### src/rtl/core/sha256_pkg.sv
// SHA-256 hasher package: controller command/status types, state enum,
// round constants and the SHA-256 helper functions. No dependencies.
package sha256_pkg;

    typedef enum logic [2:0] {
        ST_IDLE,
        ST_PAD,
        ST_ROUND,
        ST_ADD,
        ST_EMIT
    } t_state;

    // Controller to datapath commands
    typedef struct packed {
        logic take_byte;   // place input byte, bump count and length
        logic pad;         // write 0x80 and clear the tail of the block
        logic clear_block; // zero all block words (extra padding block)
        logic put_length;  // write bit length into words 14 and 15
        logic start;       // load working words from hash words
        logic round;       // run one compression round
        logic add;         // fold working words into hash words
        logic shift_out;   // advance digest output word
        logic restart;     // reset hash, count and length
    } t_cmd;

    // Datapath to controller status
    typedef struct packed {
        logic block_full;  // count wraps on this byte
        logic pad_extra;   // 56 or more bytes pending at pad time
        logic last_round;  // round counter at 63
    } t_stat;

    localparam logic [7:0] PAD_BYTE = 8'h80;
    localparam logic [5:0] LEN_LIMIT = 6'd56;

    localparam logic [31:0] INIT_HASH [8] = '{
        32'h6a09e667, 32'hbb67ae85, 32'h3c6ef372, 32'ha54ff53a,
        32'h510e527f, 32'h9b05688c, 32'h1f83d9ab, 32'h5be0cd19};

    localparam logic [31:0] ROUND_K [64] = '{
        32'h428a2f98, 32'h71374491, 32'hb5c0fbcf, 32'he9b5dba5,
        32'h3956c25b, 32'h59f111f1, 32'h923f82a4, 32'hab1c5ed5,
        32'hd807aa98, 32'h12835b01, 32'h243185be, 32'h550c7dc3,
        32'h72be5d74, 32'h80deb1fe, 32'h9bdc06a7, 32'hc19bf174,
        32'he49b69c1, 32'hefbe4786, 32'h0fc19dc6, 32'h240ca1cc,
        32'h2de92c6f, 32'h4a7484aa, 32'h5cb0a9dc, 32'h76f988da,
        32'h983e5152, 32'ha831c66d, 32'hb00327c8, 32'hbf597fc7,
        32'hc6e00bf3, 32'hd5a79147, 32'h06ca6351, 32'h14292967,
        32'h27b70a85, 32'h2e1b2138, 32'h4d2c6dfc, 32'h53380d13,
        32'h650a7354, 32'h766a0abb, 32'h81c2c92e, 32'h92722c85,
        32'ha2bfe8a1, 32'ha81a664b, 32'hc24b8b70, 32'hc76c51a3,
        32'hd192e819, 32'hd6990624, 32'hf40e3585, 32'h106aa070,
        32'h19a4c116, 32'h1e376c08, 32'h2748774c, 32'h34b0bcb5,
        32'h391c0cb3, 32'h4ed8aa4a, 32'h5b9cca4f, 32'h682e6ff3,
        32'h748f82ee, 32'h78a5636f, 32'h84c87814, 32'h8cc70208,
        32'h90befffa, 32'ha4506ceb, 32'hbef9a3f7, 32'hc67178f2};

    function automatic logic [31:0] ror(input logic [31:0] v, input int unsigned n);
        return (v >> n) | (v << (32 - n));
    endfunction

    function automatic logic [31:0] sig0(input logic [31:0] x);
        return ror(x, 7) ^ ror(x, 18) ^ (x >> 3);
    endfunction

    function automatic logic [31:0] sig1(input logic [31:0] x);
        return ror(x, 17) ^ ror(x, 19) ^ (x >> 10);
    endfunction

    function automatic logic [31:0] bsig0(input logic [31:0] x);
        return ror(x, 2) ^ ror(x, 13) ^ ror(x, 22);
    endfunction

    function automatic logic [31:0] bsig1(input logic [31:0] x);
        return ror(x, 6) ^ ror(x, 11) ^ ror(x, 25);
    endfunction

endpackage

### src/rtl/core/sha256_byte_stream_hasher.sv
// SHA-256 byte-stream hasher top level: controller plus datapath.
// Depends on sha256_pkg, sha256_ctrl and sha256_dp.
//
//  channel | signals                                         | dir
//  in      | i_in_valid/o_in_ready, message_byte, byte_present, end_of_message | in
//  out     | o_out_valid/i_out_ready, digest_word, word_number, last_word     | out
//
// A byte that does not fill a block is only stored. The 64th byte of a block
// is accepted and loads the working words, then one round per cycle runs on
// the single round unit, then the add. An end mark is accepted, then pad and
// load, 64 rounds and add, again load, rounds and add for an extra padding
// block when needed, then eight digest words. Reset is synchronous and clears
// control, counters and hash words; output stalls simply hold the current word.
module sha256_byte_stream_hasher (
    input  logic        i_clk,
    input  logic        i_rst_n,
    input  logic        i_in_valid,
    output logic        o_in_ready,
    input  logic [7:0]  i_message_byte,
    input  logic        i_byte_present,
    input  logic        i_end_of_message,
    output logic        o_out_valid,
    input  logic        i_out_ready,
    output logic [31:0] o_digest_word,
    output logic [2:0]  o_word_number,
    output logic        o_last_word
);

    sha256_pkg::t_cmd  w_cmd;
    sha256_pkg::t_stat w_stat;

    sha256_ctrl u_ctrl (
        .i_clk            (i_clk),
        .i_rst_n          (i_rst_n),
        .i_in_valid       (i_in_valid),
        .o_in_ready       (o_in_ready),
        .i_byte_present   (i_byte_present),
        .i_end_of_message (i_end_of_message),
        .o_out_valid      (o_out_valid),
        .i_out_ready      (i_out_ready),
        .i_last_out       (o_last_word),
        .i_stat           (w_stat),
        .o_cmd            (w_cmd)
    );

    sha256_dp u_dp (
        .i_clk          (i_clk),
        .i_rst_n        (i_rst_n),
        .i_cmd          (w_cmd),
        .i_message_byte (i_message_byte),
        .o_stat         (w_stat),
        .o_digest_word  (o_digest_word),
        .o_word_number  (o_word_number),
        .o_last_word    (o_last_word)
    );

    // never take input while digest words are being delivered
    a_no_overlap: assert property (@(posedge i_clk) disable iff (!i_rst_n)
        !(o_in_ready && o_out_valid))
        else $error("input and output active together");

    // after the last word is taken the block goes back to accepting input
    a_back_idle: assert property (@(posedge i_clk) disable iff (!i_rst_n)
        (o_out_valid && i_out_ready && o_last_word) |=> (o_in_ready && !o_out_valid))
        else $error("not idle after last digest word");

    // word number advances by one on each taken word within a digest
    a_word_step: assert property (@(posedge i_clk) disable iff (!i_rst_n)
        (o_out_valid && i_out_ready && !o_last_word)
            |=> (o_word_number == $past(o_word_number) + 3'd1))
        else $error("digest word order broken");

endmodule

### src/rtl/core/sha256_ctrl.sv
// SHA-256 hasher controller: sequences byte intake, padding, the 64 rounds
// and the digest output. Depends on sha256_pkg.
module sha256_ctrl (
    input  logic               i_clk,
    input  logic               i_rst_n,
    input  logic               i_in_valid,
    output logic               o_in_ready,
    input  logic               i_byte_present,
    input  logic               i_end_of_message,
    output logic               o_out_valid,
    input  logic               i_out_ready,
    input  logic               i_last_out,
    input  sha256_pkg::t_stat  i_stat,
    output sha256_pkg::t_cmd   o_cmd
);

    sha256_pkg::t_state r_state, n_state;
    // pending work after the current compression
    logic r_fin, n_fin;      // message closing, pad still to do
    logic r_len, n_len;      // length block still to compress
    logic r_emit, n_emit;    // after compression, emit digest

    logic w_acc;
    assign w_acc = i_in_valid && o_in_ready;

    // next state
    always_comb begin
        n_state = r_state;
        n_fin = r_fin;
        n_len = r_len;
        n_emit = r_emit;
        unique case (r_state)
            sha256_pkg::ST_IDLE: begin
                if (w_acc) begin
                    n_fin = i_end_of_message;
                    n_len = 1'b0;
                    n_emit = 1'b0;
                    if (i_byte_present && i_stat.block_full) begin
                        n_state = sha256_pkg::ST_ROUND;
                    end else if (i_end_of_message) begin
                        n_state = sha256_pkg::ST_PAD;
                    end
                end
            end
            sha256_pkg::ST_PAD: begin
                n_fin = 1'b0;
                n_state = sha256_pkg::ST_ROUND;
                if (i_stat.pad_extra) begin
                    n_len = 1'b1;
                end else begin
                    n_emit = 1'b1;
                end
            end
            sha256_pkg::ST_ROUND: begin
                if (i_stat.last_round) n_state = sha256_pkg::ST_ADD;
            end
            sha256_pkg::ST_ADD: begin
                if (r_fin) begin
                    n_state = sha256_pkg::ST_PAD;
                end else if (r_len) begin
                    n_len = 1'b0;
                    n_emit = 1'b1;
                    n_state = sha256_pkg::ST_ROUND;
                end else if (r_emit) begin
                    n_state = sha256_pkg::ST_EMIT;
                end else begin
                    n_state = sha256_pkg::ST_IDLE;
                end
            end
            sha256_pkg::ST_EMIT: begin
                if (i_out_ready && i_last_out) begin
                    n_emit = 1'b0;
                    n_state = sha256_pkg::ST_IDLE;
                end
            end
            default: n_state = sha256_pkg::ST_IDLE;
        endcase
    end

    // outputs
    always_comb begin
        o_cmd = '0;
        o_in_ready = 1'b0;
        o_out_valid = 1'b0;
        unique case (r_state)
            sha256_pkg::ST_IDLE: begin
                o_in_ready = 1'b1;
                o_cmd.take_byte = w_acc && i_byte_present;
                o_cmd.start = w_acc && i_byte_present && i_stat.block_full;
            end
            sha256_pkg::ST_PAD: begin
                o_cmd.pad = 1'b1;
                o_cmd.put_length = !i_stat.pad_extra;
                o_cmd.start = 1'b1;
            end
            sha256_pkg::ST_ROUND: o_cmd.round = 1'b1;
            sha256_pkg::ST_ADD: begin
                o_cmd.add = 1'b1;
                // length block follows: load its working words in the same cycle
                o_cmd.start = r_len;
                o_cmd.clear_block = r_len;
                o_cmd.put_length = r_len;
            end
            sha256_pkg::ST_EMIT: begin
                o_out_valid = 1'b1;
                o_cmd.shift_out = i_out_ready;
                o_cmd.restart = i_out_ready && i_last_out;
            end
            default: ;
        endcase
    end

    always_ff @(posedge i_clk) begin
        if (!i_rst_n) begin
            r_state <= sha256_pkg::ST_IDLE;
            r_fin <= 1'b0;
            r_len <= 1'b0;
            r_emit <= 1'b0;
        end else begin
            r_state <= n_state;
            r_fin <= n_fin;
            r_len <= n_len;
            r_emit <= n_emit;
        end
    end

endmodule

### src/rtl/core/sha256_dp.sv
// SHA-256 hasher datapath: block words, message schedule window, working
// words, hash words, counters and digest output. Depends on sha256_pkg.
module sha256_dp (
    input  logic               i_clk,
    input  logic               i_rst_n,
    input  sha256_pkg::t_cmd   i_cmd,
    input  logic [7:0]         i_message_byte,
    output sha256_pkg::t_stat  o_stat,
    output logic [31:0]        o_digest_word,
    output logic [2:0]         o_word_number,
    output logic               o_last_word
);

    logic [31:0] r_blk [16];     // block words, also the schedule window
    logic [31:0] n_blk [16];
    logic [31:0] r_wk  [8];
    logic [31:0] r_hash [8];
    logic [5:0]  r_cnt;
    logic [63:0] r_len;
    logic [5:0]  r_rnd;
    logic [2:0]  r_outw;

    logic [3:0]  w_widx;
    logic [1:0]  w_bidx;
    logic [31:0] w_t1, w_t2, w_wnext;

    assign o_stat.block_full = (r_cnt == 6'd63);
    assign o_stat.pad_extra  = (r_cnt >= sha256_pkg::LEN_LIMIT);
    assign o_stat.last_round = (r_rnd == 6'd63);

    assign w_widx = r_cnt[5:2];
    assign w_bidx = r_cnt[1:0];

    // round logic; r_blk[0] holds the schedule word of this round
    assign w_t1 = r_wk[7] + sha256_pkg::bsig1(r_wk[4])
                + ((r_wk[4] & r_wk[5]) ^ (~r_wk[4] & r_wk[6]))
                + sha256_pkg::ROUND_K[r_rnd] + r_blk[0];
    assign w_t2 = sha256_pkg::bsig0(r_wk[0])
                + ((r_wk[0] & r_wk[1]) ^ (r_wk[0] & r_wk[2]) ^ (r_wk[1] & r_wk[2]));
    assign w_wnext = r_blk[0] + sha256_pkg::sig0(r_blk[1]) + r_blk[9]
                   + sha256_pkg::sig1(r_blk[14]);

    // block word updates
    always_comb begin
        for (int i = 0; i < 16; i++) n_blk[i] = r_blk[i];
        if (i_cmd.take_byte) begin
            if (w_bidx == 2'd0) n_blk[w_widx] = '0;
            n_blk[w_widx][(5'd3 - {3'd0, w_bidx}) * 8 +: 8] = i_message_byte;
        end
        if (i_cmd.pad) begin
            if (w_bidx == 2'd0) n_blk[w_widx] = '0;
            n_blk[w_widx][(5'd3 - {3'd0, w_bidx}) * 8 +: 8] = sha256_pkg::PAD_BYTE;
            for (int i = 0; i < 16; i++) begin
                if (4'(i) > w_widx) n_blk[i] = '0;
            end
        end
        if (i_cmd.clear_block) begin
            for (int i = 0; i < 16; i++) n_blk[i] = '0;
        end
        if (i_cmd.put_length) begin
            n_blk[14] = r_len[63:32];
            n_blk[15] = r_len[31:0];
        end
        if (i_cmd.round) begin
            for (int i = 0; i < 15; i++) n_blk[i] = r_blk[i + 1];
            n_blk[15] = w_wnext;
        end
    end

    always_ff @(posedge i_clk) begin
        for (int i = 0; i < 16; i++) r_blk[i] <= n_blk[i];
        if (i_cmd.start) begin
            // with add, the next block starts from the freshly folded hash
            for (int i = 0; i < 8; i++) begin
                r_wk[i] <= i_cmd.add ? (r_hash[i] + r_wk[i]) : r_hash[i];
            end
        end else if (i_cmd.round) begin
            r_wk[0] <= w_t1 + w_t2;
            r_wk[1] <= r_wk[0];
            r_wk[2] <= r_wk[1];
            r_wk[3] <= r_wk[2];
            r_wk[4] <= r_wk[3] + w_t1;
            r_wk[5] <= r_wk[4];
            r_wk[6] <= r_wk[5];
            r_wk[7] <= r_wk[6];
        end
    end

    // hash, counters, output pointer
    always_ff @(posedge i_clk) begin
        if (!i_rst_n || i_cmd.restart) begin
            for (int i = 0; i < 8; i++) r_hash[i] <= sha256_pkg::INIT_HASH[i];
            r_cnt <= '0;
            r_len <= '0;
            r_rnd <= '0;
            r_outw <= '0;
        end else begin
            if (i_cmd.add) begin
                for (int i = 0; i < 8; i++) r_hash[i] <= r_hash[i] + r_wk[i];
            end
            if (i_cmd.take_byte) begin
                r_cnt <= r_cnt + 6'd1;
                r_len <= r_len + 64'd8;
            end
            if (i_cmd.pad) r_cnt <= '0;
            if (i_cmd.round) r_rnd <= r_rnd + 6'd1;
            if (i_cmd.shift_out) r_outw <= r_outw + 3'd1;
        end
    end

    assign o_digest_word = r_hash[r_outw];
    assign o_word_number = r_outw;
    assign o_last_word   = (r_outw == 3'd7);

endmodule
### config.mk
export PLATFORM = sky130hd
export DESIGN_NAME = sha256_byte_stream_hasher
export DESIGN_NICKNAME = d
export VERILOG_FILES = /design/src/rtl/core/sha256_pkg.sv /design/src/rtl/core/sha256_byte_stream_hasher.sv /design/src/rtl/core/sha256_ctrl.sv /design/src/rtl/core/sha256_dp.sv
export SDC_FILE = /design/constraint.sdc
export NUM_CORES = 2
export LEC_CHECK = 0
export BUFFER_PORTS_ARGS = -buffer_cell sky130_fd_sc_hd__buf_2
export CAP_MARGIN = 20
export CORE_UTILIZATION = 35
export DETAILED_ROUTE_END_ITERATION = 8
export PLACE_DENSITY = 0.55
export SETUP_SLACK_MARGIN = 0.4
export SYNTH_ARGS = -nofsm -noshare
export SYNTH_HDL_FRONTEND = slang
export SYNTH_SLANG_ARGS = --single-unit
### constraint.sdc
create_clock -name i_clk -period 10.3 [get_ports i_clk]
set_input_delay 0.515 -clock i_clk [delete_from_list [all_inputs] [get_ports i_clk]]
set_output_delay 0.515 -clock i_clk [all_outputs]
set_load 0.02 [all_outputs]
==> flow_metrics.py <==
metrics = {
    "yosys": {
        "synthesis.area_um2": 78380,
        "synth_top_area_share_pct": 19.62,
        "synth_common_cells": "nand2_1 (1148), o21ai_0 (989), a21oi_1 (605)",
        "synth-xor-area-share_pct": 7.049,
        "yosysMostFrequentCell": "nand2_1",
        "synth_top_area_cell": "edfxtp_1",
        "yosysWarnings": 0,
        "yosys-top-cells-area": "edfxtp_1 (20%), dfxtp_1 (15%), ha_1 (6.4%)",
        "syn_inst": 8957,
        "synthAdderAreaFrac_pct": 11.66,
        "synth-compound-area-share_pct": 23.38,
        "synth_cell_types": 98,
        "ys_async_sr_fraction_pct": 0,
        "synthFlopType": "dfxtp_1",
        "synth_nets": 9565,
        "synth-edff-count": 512,
        "synth_top_family_by_area": "compound AO/OA/AOI/OAI gates",
        "syn_area_per_cell_um2": 8.751,
        "synth_simple_gate_area_share_pct": 14.36,
        "yosysSeqAreaShare_pct": 34.86,
        "synthMuxAreaShare_pct": 4.348,
        "synth-seq-cells": 1109,
    },
    "drt": {
        "wl_per_cell_um": 26.84,
        "antenna_left": 0,
        "firstDrtPassIters": 6,
        "post-route-drc-count": 0,
        "wl_um": 316700,
        "drt_iter0_markers": 7023,
        "vias_per_cell": 5.932,
        "vias": 69990,
    },
    "clock_network": {
        "cts_max_level": 4,
        "cts_tree": "built",
        "clkSinkCount": 1109,
        "root_buffer": "clkbuf_16",
        "cts_made_buffers": 133,
        "clk_pin_slew_ns": 0.06,
        "cts_buffer_depth": 3,
        "clk_latency_ns": 0.81,
    },
    "die": {
        "rows": 173,
        "die_h_um": 475.2,
        "io_pins": 52,
        "dieArea_um2": 225800,
        "initial_core_util_pct": 35.26,
        "core_area_um2": 222300,
        "die_x_um": 475.2,
    },
    "final_layout": {
        "syn_to_final_growth_pct": 9.719,
        "nets": 9323,
        "finalInstanceArea_um2": 86000,
        "drive_gt1_share_pct": 6.857,
        "nFillCells": 22510,
    },
    "grt": {
        "overflow": 0,
        "grt_max_degree": 216,
        "grt_pass1_wl_um": 459900,
        "antenna_found_initial": 11,
        "grt_pass1_vias": 67570,
        "track_usage_pct": 27.25,
    },
    "critical_path": {
        "crit_slowest_cell": "ha_1",
        "crit_fanout": 11,
        "worst_path_most_repeated_cell": "fa_1",
        "cp-start-kind": "flip-flop",
        "worstSetupEndpointType": "flip-flop",
        "required_ns": 10.84,
        "max_stage_delay_ns": 0.49,
        "crit_type": "flip-flop to flip-flop",
        "worstPathArrival_ns": 9.91,
    },
    "placed_design": {
        "dp_hpwl_um": 233400,
        "postPlaceCellArea_um2": 81500,
        "io_buffers": 51,
        "place.gp.congestion": 0.9774,
    },
    "power_and_ir_drop": {
        "switching_share_pct": 45.99,
        "clkPwrFrac_pct": 19.3,
        "comb_power_share_pct": 60.3,
        "switchingPower_w": 0.01172,
        "p_per_area_nw_per_um2": 296.3,
        "p_seq_share_pct": 20.5,
        "ir_drop_v": 0.0004031,
        "power.leakage_nw": 31.61,
        "p_int_w": 0.01376,
    },
    "worst_hold_path": {
        "hp-class": "input port to flip-flop",
    },
    "outcome": {
        "status": "complete, no violations",
    },
    "sta": {
        "clock_skew_ns": 0.05377,
        "finalSetupViolCount": 0,
        "fmax_mhz": 106.8,
        "period_share_pct": 90.94,
        "report.final.slew_viol_count": 0,
        "period_needed_ns": 9.367,
        "tns_ns": 0,
        "final_hold_viol_count": 0,
        "worstMarginPinSlew_ns": 1.273,
        "rsz0062_at_grt": "no",
        "worst_slew_margin_rel_pct": 14.46,
    },
    "flow_run": {
        "max_cap_viol_count": 0,
    },
}
## area by class of cell
class                      instances  area, µm²  share of cell area [%]
inverter                         299       1126                   1.309
clock buffer                     187       3755                   4.366
sequential                      1109      27350                   31.80
clock inverter                    56      656.9                  0.7638
tap                             2975       3722                   4.328
multi-input combinational       6951      47770                   55.54
timing repair buffer             221       1619                   1.883
antenna                            1      2.502                0.002910
## repair_timing
action	4_1_cts	5_1_grt
hold buffers	1	0
setup endpoints to repair	0	5
setup buffers	0	2
hold endpoints to repair	1	0
gates resized for setup	0	7
## state kept, by name, summed over array words and instances (netlist names), named ones only
name and count:
u_ctrl.r_emit 1, u_ctrl.r_fin 1, u_ctrl.r_len 1, u_ctrl.r_state 3, u_dp.o_word_number 3, u_dp.r_blk 512, u_dp.r_cnt 6, u_dp.r_hash 256
u_dp.r_len 61, u_dp.r_rnd 6, u_dp.r_wk 256
## logic make-up (layout without fill, tap and decap cells)
| logic type | after synthesis | in the layout |
|---|---|---|
| compound gates | 2941 | 2941 |
| simple gates | 2513 | 2513 |
| other cells | 0 | 1 |
| buf+inv | 897 | 763 |
| mux | 249 | 249 |
| flops | 1109 | 1109 |
| fa+ha+maj | 618 | 618 |
| xor+xnor | 630 | 630 |
## metrics by stage
stage | utilization [%] | setup slack, ns | cells | hold slack, ns | total power, W
after floorplan | - | 1.621 | 8957 | 0.4249 | 0.01639
after global placement | 36.65 | 0.7316 | 11540 | 0.4365 | 0.02038
after detailed placement | 36.66 | 0.7421 | 11550 | 0.4414 | 0.02042
after CTS | 38.65 | 0.7120 | 11790 | 0.01378 | 0.02538
after global routing | 38.68 | 0.4043 | 11800 | 0.04241 | 0.02722
final | 38.68 | 0.9334 | 11800 | 0.06390 | 0.02548
## routing by layer
layer	vias up	wire (µm)	global-route usage, %
met3	704	21290	3.975
met5	-	27	0
li1	31870	-	-
met2	2974	146000	44.42
met1	34440	130500	34.73
met4	4	18810	14.43
## worst max-delay path: cells and delay by family (launching register included)
family | cells | cell delay (ns)
flip-flops | 1 | 0.41
buffers and inverters | 5 | 0.67
adder cells (fa/ha/maj) | 7 | 2.89
AO/OA/AOI/OAI | 16 | 3.55
AND/OR/NAND/NOR | 5 | 1.10
XOR/XNOR | 3 | 0.48
## cell usage in the layout, fill, tap and decap left out, types with 76 or more instances in the layout
| master | n |
|---|---|
| a22o_1 | 81 |
| nand2b_1 | 117 |
| and3_1 | 76 |
| ha_1 | 398 |
| a21o_1 | 194 |
| clkbuf_16 | 136 |
| dfxtp_1 | 589 |
| edfxtp_1 | 512 |
| and2_1 | 133 |
| buf_4 | 157 |
| o21ai_0 | 987 |
| inv_1 | 291 |
| xor2_1 | 197 |
| a22oi_1 | 474 |
| nor3_1 | 117 |
| xnor2_1 | 432 |
| nand2_1 | 1142 |
| mux2i_1 | 138 |
| fa_1 | 195 |
| nor2_1 | 579 |
| a21oi_1 | 604 |
| nand3_1 | 114 |
## power by group through the flow
| stage | logic [W] | registers, W | clock network (W) |
|---|---|---|---|
| after floorplan | 0.0113 | 0.00512 | 0 |
| after global placement | 0.0151 | 0.00529 | 0 |
| after detailed placement | 0.0151 | 0.00529 | 0 |
| after CTS | 0.0152 | 0.00520 | 0.00497 |
| after global routing | 0.0169 | 0.00522 | 0.00513 |
| final | 0.0154 | 0.00521 | 0.00491 |
## worst paths after layout
check	from	slack (ns)	depth (start not counted)	end
worst max-delay path	u_dp.r_rnd[0]	0.93	36	u_dp.r_wk[0][31]
worst max register to register	u_dp.r_rnd[0]	0.93	36	u_dp.r_wk[0][31]
worst min-delay path	i_rst_n	0.06	3	u_ctrl.r_fin
worst min register to register	u_dp.r_blk[1][184]	0.45	2	u_dp.r_blk[1][152]
No activity file was read; power rests on OpenSTA's default activity.
